File: src/hdl/qrac_pkg.sv
// Shared widths, types and sine/cosine table builder for the quad rotation unit.
`timescale 1ns / 1ps
package qrac_pkg;

  // Field and datapath widths
  localparam int COORD_W    = 16;
  localparam int ANGLE_W    = 14;
  localparam int TRIG_F     = 15;
  localparam int TRIG_W     = TRIG_F + 2;
  localparam int MAG_W      = TRIG_F + 1;
  localparam int DIFF_W     = COORD_W + 1;
  localparam int PROD_W     = DIFF_W + TRIG_W;
  localparam int SUM_W      = PROD_W + 2;
  localparam int QUOT_W     = SUM_W - TRIG_F;

  // Angle units: 1/16 degree
  localparam int TURN       = 5760;
  localparam int QUARTER    = 1440;
  localparam int EIGHTH     = 720;
  localparam int RED_W      = 13;
  localparam int OFFS_W     = 11;

  // Octant table of {sin, cos}
  localparam int ROM_DEPTH  = EIGHTH + 1;
  localparam int ROM_AW     = $clog2(ROM_DEPTH);
  localparam int ROM_WORD_W = 2 * MAG_W;

  // Pipeline depth: trig result ready after stage five, output after stage eight
  localparam int TRIG_LAT   = 5;
  localparam int PIPE_DEPTH = 8;

  // Saturation bounds
  localparam int COORD_MAX  = (1 << (COORD_W - 1)) - 1;
  localparam int COORD_MIN  = -(1 << (COORD_W - 1));

  // Series constants in Q30
  localparam longint Q30_ONE = 64'sd1 << 30;
  localparam longint PI_Q30  = 64'sd3373259426;
  localparam longint SIN_DIV [5] = '{110, 72, 42, 20, 6};
  localparam longint COS_DIV [6] = '{132, 90, 56, 30, 12, 2};

  typedef logic signed [COORD_W-1:0] coord_t;
  typedef logic signed [ANGLE_W-1:0] angle_t;
  typedef logic signed [DIFF_W-1:0]  diff_t;
  typedef logic signed [TRIG_W-1:0]  trig_val_t;
  typedef logic signed [PROD_W-1:0]  prod_t;
  typedef logic signed [SUM_W-1:0]   sum_t;
  typedef logic [ROM_WORD_W-1:0]     rom_word_t;
  typedef logic [ROM_DEPTH-1:0][ROM_WORD_W-1:0] trig_rom_t;

  typedef enum logic [1:0] {
    QUAD_0,
    QUAD_1,
    QUAD_2,
    QUAD_3
  } quad_t;

  // Signed sine and cosine handed to the corner datapaths
  typedef struct packed {
    trig_val_t sin_v;
    trig_val_t cos_v;
  } trig_t;

  // Round a Q30 value half up to TRIG_F fraction bits
  function automatic longint to_trig(longint q30);
    return (q30 + (64'sd1 <<< (29 - TRIG_F))) >>> (30 - TRIG_F);
  endfunction

  // Build the octant table at elaboration: Taylor series in Horner form
  function automatic trig_rom_t build_trig_rom();
    trig_rom_t rom;
    longint    th;
    longint    t2;
    longint    h;
    longint    s;
    longint    c;
    rom = '0;
    for (int t = 0; t < ROM_DEPTH; t++) begin
      th = (longint'(t) * PI_Q30 + 64'sd1440) / 64'sd2880;
      t2 = (th * th) >>> 30;
      h  = Q30_ONE;
      for (int i = 0; i < 5; i++) begin
        h = Q30_ONE - ((t2 * h) >>> 30) / SIN_DIV[i];
      end
      s = to_trig((th * h) >>> 30);
      h = Q30_ONE;
      for (int i = 0; i < 6; i++) begin
        h = Q30_ONE - ((t2 * h) >>> 30) / COS_DIV[i];
      end
      c = to_trig(h);
      rom[t] = {s[MAG_W-1:0], c[MAG_W-1:0]};
    end
    return rom;
  endfunction

endpackage

File: src/hdl/qrac_corner.sv
// One corner's rotation datapath: offset, products, sum, truncation and saturation.
`timescale 1ns / 1ps
module qrac_corner (
  input  logic             clk,
  input  logic             en,
  input  qrac_pkg::coord_t center_x,
  input  qrac_pkg::coord_t center_y,
  input  qrac_pkg::coord_t pt_x,
  input  qrac_pkg::coord_t pt_y,
  input  qrac_pkg::trig_t  trig,
  output qrac_pkg::coord_t new_x,
  output qrac_pkg::coord_t new_y
);

  localparam int L = qrac_pkg::TRIG_LAT;

  qrac_pkg::diff_t  dx_sh_r [L];
  qrac_pkg::diff_t  dy_sh_r [L];
  qrac_pkg::coord_t cx_sh_r [L];
  qrac_pkg::coord_t cy_sh_r [L];
  qrac_pkg::prod_t  pxc_r;
  qrac_pkg::prod_t  pys_r;
  qrac_pkg::prod_t  pxs_r;
  qrac_pkg::prod_t  pyc_r;
  qrac_pkg::coord_t cx6_r;
  qrac_pkg::coord_t cy6_r;
  qrac_pkg::sum_t   tx_nxt;
  qrac_pkg::sum_t   ty_nxt;
  qrac_pkg::sum_t   tx_r;
  qrac_pkg::sum_t   ty_r;
  qrac_pkg::coord_t nx_nxt;
  qrac_pkg::coord_t ny_nxt;
  qrac_pkg::coord_t nx_r;
  qrac_pkg::coord_t ny_r;

  // Divide by 2^F truncating toward zero, then clamp to the coordinate range
  function automatic qrac_pkg::coord_t trunc_sat(qrac_pkg::sum_t v);
    logic signed [qrac_pkg::QUOT_W-1:0] quo;
    quo = qrac_pkg::QUOT_W'(v >>> qrac_pkg::TRIG_F);
    if (v[qrac_pkg::SUM_W-1] && (v[qrac_pkg::TRIG_F-1:0] != '0)) begin
      quo = quo + qrac_pkg::QUOT_W'(1);
    end
    if (quo > qrac_pkg::QUOT_W'(qrac_pkg::COORD_MAX)) begin
      return qrac_pkg::coord_t'(qrac_pkg::COORD_MAX);
    end else if (quo < qrac_pkg::QUOT_W'(qrac_pkg::COORD_MIN)) begin
      return qrac_pkg::coord_t'(qrac_pkg::COORD_MIN);
    end
    return qrac_pkg::coord_t'(quo);
  endfunction

  // Stage 7 sums: center in Q(F) plus rotated offsets; stage 8 truncates and saturates the registered sums
  always_comb begin
    tx_nxt = (qrac_pkg::SUM_W'(cx6_r) <<< qrac_pkg::TRIG_F)
           + qrac_pkg::SUM_W'(pxc_r) - qrac_pkg::SUM_W'(pys_r);
    ty_nxt = (qrac_pkg::SUM_W'(cy6_r) <<< qrac_pkg::TRIG_F)
           + qrac_pkg::SUM_W'(pxs_r) + qrac_pkg::SUM_W'(pyc_r);
    nx_nxt = trunc_sat(tx_r);
    ny_nxt = trunc_sat(ty_r);
  end

  // Stage 1 offsets, delay line to meet the trig result, then stages 6 to 8
  always_ff @(posedge clk) begin
    if (en) begin
      dx_sh_r[0] <= qrac_pkg::DIFF_W'(pt_x) - qrac_pkg::DIFF_W'(center_x);
      dy_sh_r[0] <= qrac_pkg::DIFF_W'(pt_y) - qrac_pkg::DIFF_W'(center_y);
      cx_sh_r[0] <= center_x;
      cy_sh_r[0] <= center_y;
      for (int i = 1; i < L; i++) begin
        dx_sh_r[i] <= dx_sh_r[i-1];
        dy_sh_r[i] <= dy_sh_r[i-1];
        cx_sh_r[i] <= cx_sh_r[i-1];
        cy_sh_r[i] <= cy_sh_r[i-1];
      end
      pxc_r <= qrac_pkg::PROD_W'(dx_sh_r[L-1]) * qrac_pkg::PROD_W'(trig.cos_v);
      pys_r <= qrac_pkg::PROD_W'(dy_sh_r[L-1]) * qrac_pkg::PROD_W'(trig.sin_v);
      pxs_r <= qrac_pkg::PROD_W'(dx_sh_r[L-1]) * qrac_pkg::PROD_W'(trig.sin_v);
      pyc_r <= qrac_pkg::PROD_W'(dy_sh_r[L-1]) * qrac_pkg::PROD_W'(trig.cos_v);
      cx6_r <= cx_sh_r[L-1];
      cy6_r <= cy_sh_r[L-1];
      tx_r  <= tx_nxt;
      ty_r  <= ty_nxt;
      nx_r  <= nx_nxt;
      ny_r  <= ny_nxt;
    end
  end

  assign new_x = nx_r;
  assign new_y = ny_r;

endmodule
File: config.mk
export PLATFORM = sky130hd
export DESIGN_NAME = qrac_corner
export DESIGN_NICKNAME = d
export VERILOG_FILES = /design/src/hdl/qrac_pkg.sv /design/src/hdl/qrac_corner.sv
export SDC_FILE = /design/constraint.sdc
export NUM_CORES = 2
export LEC_CHECK = 0
export BUFFER_PORTS_ARGS = -buffer_cell sky130_fd_sc_hd__buf_2
export CAP_MARGIN = 30
export CORE_AREA = 4 4 359 361
export DETAILED_ROUTE_END_ITERATION = 12
export DIE_AREA = 0 0 363 365
export PLACE_DENSITY = 0.78
export SETUP_SLACK_MARGIN = 0.15
export SLEW_MARGIN = 20
export SYNTH_ARGS = -nofsm -noshare
export SYNTH_HDL_FRONTEND = slang
export SYNTH_SLANG_ARGS = --single-unit
File: constraint.sdc
create_clock -name clk -period 9.5 [get_ports clk]
set_clock_uncertainty 0.05 [all_clocks]
set_input_delay 1.9 -clock clk [delete_from_list [all_inputs] [get_ports clk]]
set_output_delay 1.9 -clock clk [all_outputs]
set_load 0.005 [all_outputs]
======== After elaboration in Yosys (flattened, before gate mapping) ========
Memories as Yosys holds them, arrays and structs flattened. A register that Yosys moved wholly into a read port is not among the register bits.
Cells that the tools add are included.
storage, ports and cells
  memories kept ........................... 4
  word-level logic and storage cells ...... 46
  input bits .............................. 100
  bits in registers ....................... 240
  RAM bits ................................ 330
memories
  memory   words  width  rd ports  clocked after memory_dff  wr ports  RTL line           source
  dx_sh_r  5      17     5         0                         5         qrac_corner.sv:17  qrac_pkg::diff_t dx_sh_r [L];
  dy_sh_r  5      17     5         0                         5         qrac_corner.sv:18  qrac_pkg::diff_t dy_sh_r [L];
  cx_sh_r  5      16     5         1                         5         qrac_corner.sv:19  qrac_pkg::coord_t cx_sh_r [L];
  cy_sh_r  5      16     5         1                         5         qrac_corner.sv:20  qrac_pkg::coord_t cy_sh_r [L];
operators by class
  magnitude comparators ................... 4
  multipliers ............................. 4
  add/subtract/negate cells ............... 8
  mux-type cells .......................... 14
  reductions and logical operators ........ 4
operator list
  operator                                                          count
  multiplier 17 x 17 -> 34 bit                                      4
  two-way mux 16 bit                                                6
  adder 31 x 34 -> 35 bit                                           2
  adder 21 x 2 -> 21 bit (second input constant)                    2
  greater-than comparator 21 x 16 -> 1 bit (second input constant)  2
  < comparator 21 x 16 -> 1 bit (second input constant)             2
  two-way mux 21 bit                                                2
  adder 35 x 34 -> 36 bit                                           1
  subtractor 35 x 34 -> 36 bit                                      1
  subtractor 16 x 16 -> 17 bit                                      2
  nonzero test 15 bit                                               2
  two-way mux 1 bit                                                 6
  logical AND 1 bit                                                 2

======== Longest topological paths before layout ========
  depth after elaboration ................. 7
  depth in mapped cells ................... 25
  gate-level depth less buffers ........... 23

======== Worst setup path before layout ========
Ideal clock, no wire load.
  path kind ............................... input -> register
  start point ............................. input trig[8] in the netlist's numbering
  end point ............................... register pxc_r[30] (data pin)
  library setup time ...................... 0.260 ns
  stages .................................. 24
  slack ................................... 1.430 ns
  data required time ...................... 9.190 ns
  data arrival time ....................... 7.761 ns
  cells stage by stage .................... clkbuf_1 -> clkbuf_1 -> nand2_1 -> fa_1 -> inv_1 -> fa_1 -> inv_1 -> fa_1 -> inv_1 -> fa_1 -> fa_1 -> inv_1 -> fa_1 -> inv_1 -> ha_1 -> a21oi_1 -> o21ai_0 -> nor3b_1 -> a22oi_1 -> a221o_1 -> o41ai_2 -> o21ai_1 -> or2_2 -> xor2_1
on the way
  longest elaborated chain between the ends .. 1
ends and longest elaborated chain
  element                       RTL line           source
  from (decl)                   qrac_corner.sv:10  input qrac_pkg::trig_t trig,
  multiplier 17 x 17 -> 34 bit  qrac_corner.sv:74  pxc_r <= qrac_pkg::PROD_W'(dx_sh_r[L-1]) * qrac_pkg::PROD_W'(trig.cos_v);
  to (signal assigned)          qrac_corner.sv:74
  to (decl)                     qrac_corner.sv:21  qrac_pkg::prod_t pxc_r;
No other way between the ends.
A chain may end at the register's enable or synchronous reset.

======== Worst setup path in the final report ========
  start point ............................. input trig[22] in the netlist's numbering
  end point ............................... register pxs_r[32] (data pin)
on the way
  longest elaborated chain between the ends .. 1
ends and longest elaborated chain
  element                       RTL line           source
  multiplier 17 x 17 -> 34 bit  qrac_corner.sv:76  pxs_r <= qrac_pkg::PROD_W'(dx_sh_r[L-1]) * qrac_pkg::PROD_W'(trig.sin_v);
  to (signal assigned)          qrac_corner.sv:76
  to (decl)                     qrac_corner.sv:23  qrac_pkg::prod_t pxs_r;
No other way between the ends.

==> summary.md <==
| Metric | Value |
|---|---|
| Type of the worst setup path | `in -> reg` |
| Slowest CP cell | `fa_1` |
| Final Wtd Congestion | `between 0.9 and 1` |
| Fin util | `approximately three fifths` |
| Clock sink count | `602` |
| Share of flip-flops with an asynchronous set or reset | `0%` |
| Worst setup margin | `1.25 ns` |
| Outcome | `completed` |
| Register bit total from synthesis | `between 600 and 700` |
| Routed vias | `44.5k` |
| Rel. slew slack | `30.0%` |
| Startpoint types | `primary input` |
| Largest net degree at the start of global routing | `between 150 and 200` |
| Slew @ Worst Pin | `1.05 ns` |
| Fin. max-slew vios | `0` |
| EDFF count, synth | `602` |
| Top_reg_cell synth | `edfxtp_1` |
| Ranking of synthesized cells by area | `fa_1 (36%), edfxtp_1 (26%), ha_1 (8.6%)` |
| Core Area | `125000 µm²` |
| Global-route wire length before repair | `between 200000 and 250000 µm` |
| Mapped Area | `68900 µm²` |
| Unrepaired setup endpoints after global routing | `no` |
| Io pins | `132` |
| Final WL | `149000 µm` |
| Number of antenna-violating nets in the routed design | `0` |
| Final min period | `8.25 ns` |
| Initial antenna violation count | `15` |
| DP HPWL | `116000 µm` |
| Ys Warns | `0` |
| Chip width | `363 µm` |
| Root buffer cell | `clkbuf_16` |
| Most common cell in the synthesized netlist | `inv_1` |
| Max Cap Viol | `0` |
| Area growth syn-to-layout | `7.07%` |
| Fillers | `9946` |
| WL/cell | `18.4 µm` |
| Skew-Pair Late Insertion Delay | `0.68 ns` |
| Sequential area share after synthesis | `about a quarter` |
| CP Max Fanout | `34` |
| CP Data Required Time | `9.87 ns` |
| CTS H-tree lvls | `3` |
| Num CTS Buffers | `67` |
| Place WS | `0.738 ns` |
| Yosys cell types | `89` |
| Worst Path Buf+Inv | `4` |
| Fin. Hold Viols | `0` |
| GRT overflow | `0` |
| CTS max path bufs | `3` |
| HP Class | `reg -> reg` |
| Number of global-route vias before repair | `47.5k` |
| Worst R2R Setup Slack | `2.03 ns` |
| Final TNS setup | `0 ns` |
| Fraction of layout cells with a size suffix above 1 | `5.61%` |
| Final setup vio count | `0` |
| # resized after CTS | `0` |
| Commonest cells post-synth | `inv_1 (1398), fa_1 (1226), edfxtp_1 (602)` |
| Top cell type's share of synthesized area | `a little over a third` |
| Routed vias/inst | `5.47` |
| DIE AREA | `132000 µm²` |
| CP Cell Sequence | `buf_2, nand2_1, fa_1, inv_1, fa_1, fa_1, fa_1, fa_1, inv_1, fa_1, inv_1, ha_1, a21oi_1, o31ai_1, or3_1, o21ai_0, o311a_1, a21oi_1, xor2_1` |
| DR pass1 iterations | `5` |
| Post-CTS Setup Repair Bufs | `0` |
| Initial Utilization | `54.9%` |
| Nets | `about 8.2k` |
| Inst Count DP | `~8k` |
| DRC errors left | `0` |
| Crit share post-route | `86.8%` |
| Initial DRC Count | `3425` |
| Overall Global Routing Usage | `23.7%` |
| Mean Syn Cell Area | `10.8 µm²` |
| Most used cell, CP | `fa_1` |
| CTS tree | `done` |
| Crit-path leading delay family | `adder cells` |
| Post-cts hold buffer count | `0` |
| Die Height | `365 µm` |
| F_max | `0.121 GHz` |
| Buffers added on ports | `131` |
| Syn_nets | `8156` |
| Row Count | `130` |
| Clock Pin Slew Worst Setup and Hold Paths | `0.07 ns` |
| WP data arrival | `between 8 and 9 ns` |
| Cell taking the most area after synthesis | `fa_1` |
| Critical Path Max Stage Delay | `0.82 ns` |
| Synthesized instance count | `6358` |
| Layout Cells excl Fill | `approximately 8.1k` |
| Setup crit end kind | `flip-flop` |
[registers in the layout (all words and copies together) (netlist names), 34 cells and up]
name	count
cy_sh_r	80
pxc_r	34
ty_r	36
cx_sh_r	80
pyc_r	34
pxs_r	34
dy_sh_r	85
tx_r	36
dx_sh_r	85
pys_r	34
[kinds of logic after synthesis]
family / share of synthesized area, %
compound gates: 5.63
mux: 0.125
flops: 26.2
fa+ha+maj: 44.2
xor+xnor: 3.22
buf+inv: 8.87
simple gates: 11.7
[metal layers]
layer  vias up  global-route usage [%]  part of all wire (%)
met5         -                       0                0.0087
li1      19800                       -                     -
met2      1674                    37.8                    47
met4         2                    8.96                   4.1
met3       291                    4.57                   8.0
met1     22700                    32.7                    41
[cell type report]
type	instances	area, µm²	area share, %
inverters	1400	5260	7.12
multi-input cells	4136	44700	60.6
flip-flops and latches	602	18100	24.5
well taps	1650	2060	2.80
diodes	7	17.5	0.0237
repair buffers	206	1290	1.76
clock buffers	75	1710	2.31
clock inverters	48	647	0.877
[through the flow]
step                area [µm²]  hold slack [ns]
floorplan                68900            0.350
global placement         71400            0.351
detailed placement       71400            0.355
CTS                      73700            0.353
global route             73800            0.360
finish                   73800            0.353
[worst register-to-register path, cell delays in order (launching register included)]
cell and delay [ns]:
edfxtp_1 0.97, buf_4 0.41, buf_4 0.20, and2_1 0.18, fa_1 0.42, inv_1 0.08
fa_1 0.43, fa_1 0.52, inv_1 0.06, fa_1 0.46, fa_1 0.51, inv_1 0.05
fa_1 0.35, inv_1 0.06, ha_1 0.29, a21o_1 0.24, a21o_1 0.18, a21oi_1 0.14
o31ai_1 0.10, or3_1 0.31, o21ai_0 0.69, o311a_1 0.31, a21oi_1 0.09, xor2_1 0.14
[cell usage in the layout, fill, tap and decap left out, drive strengths merged, types with 50 or more instances in the layout]
master / Yosys / final
inv: 1398 / 1407
fa: 1226 / 1226
edfxtp: 602 / 602
and2: 593 / 593
nand2: 588 / 588
ha: 472 / 472
buf: 5 / 204
xnor2: 176 / 176
nor2: 172 / 172
a21oi: 152 / 152
o21ai: 133 / 133
a21o: 90 / 90
xor2: 77 / 77
clkbuf: 215 / 76
nand3: 50 / 50
[worst paths after layout]
kind / startpoint / endpoint / cells after the start
setup / recovery: trig[22] / pxs_r[32] / 19
hold / removal: cy_sh_r[4][0] / cy6_r[0] / 0
setup reg to reg: dx_sh_r[0][80] / pxs_r[32] / 23
hold reg to reg: cy_sh_r[4][0] / cy6_r[0] / 0
Power is not shown: default switching activity piles up to over one toggle a cycle in this logic, so the estimate is an artifact.
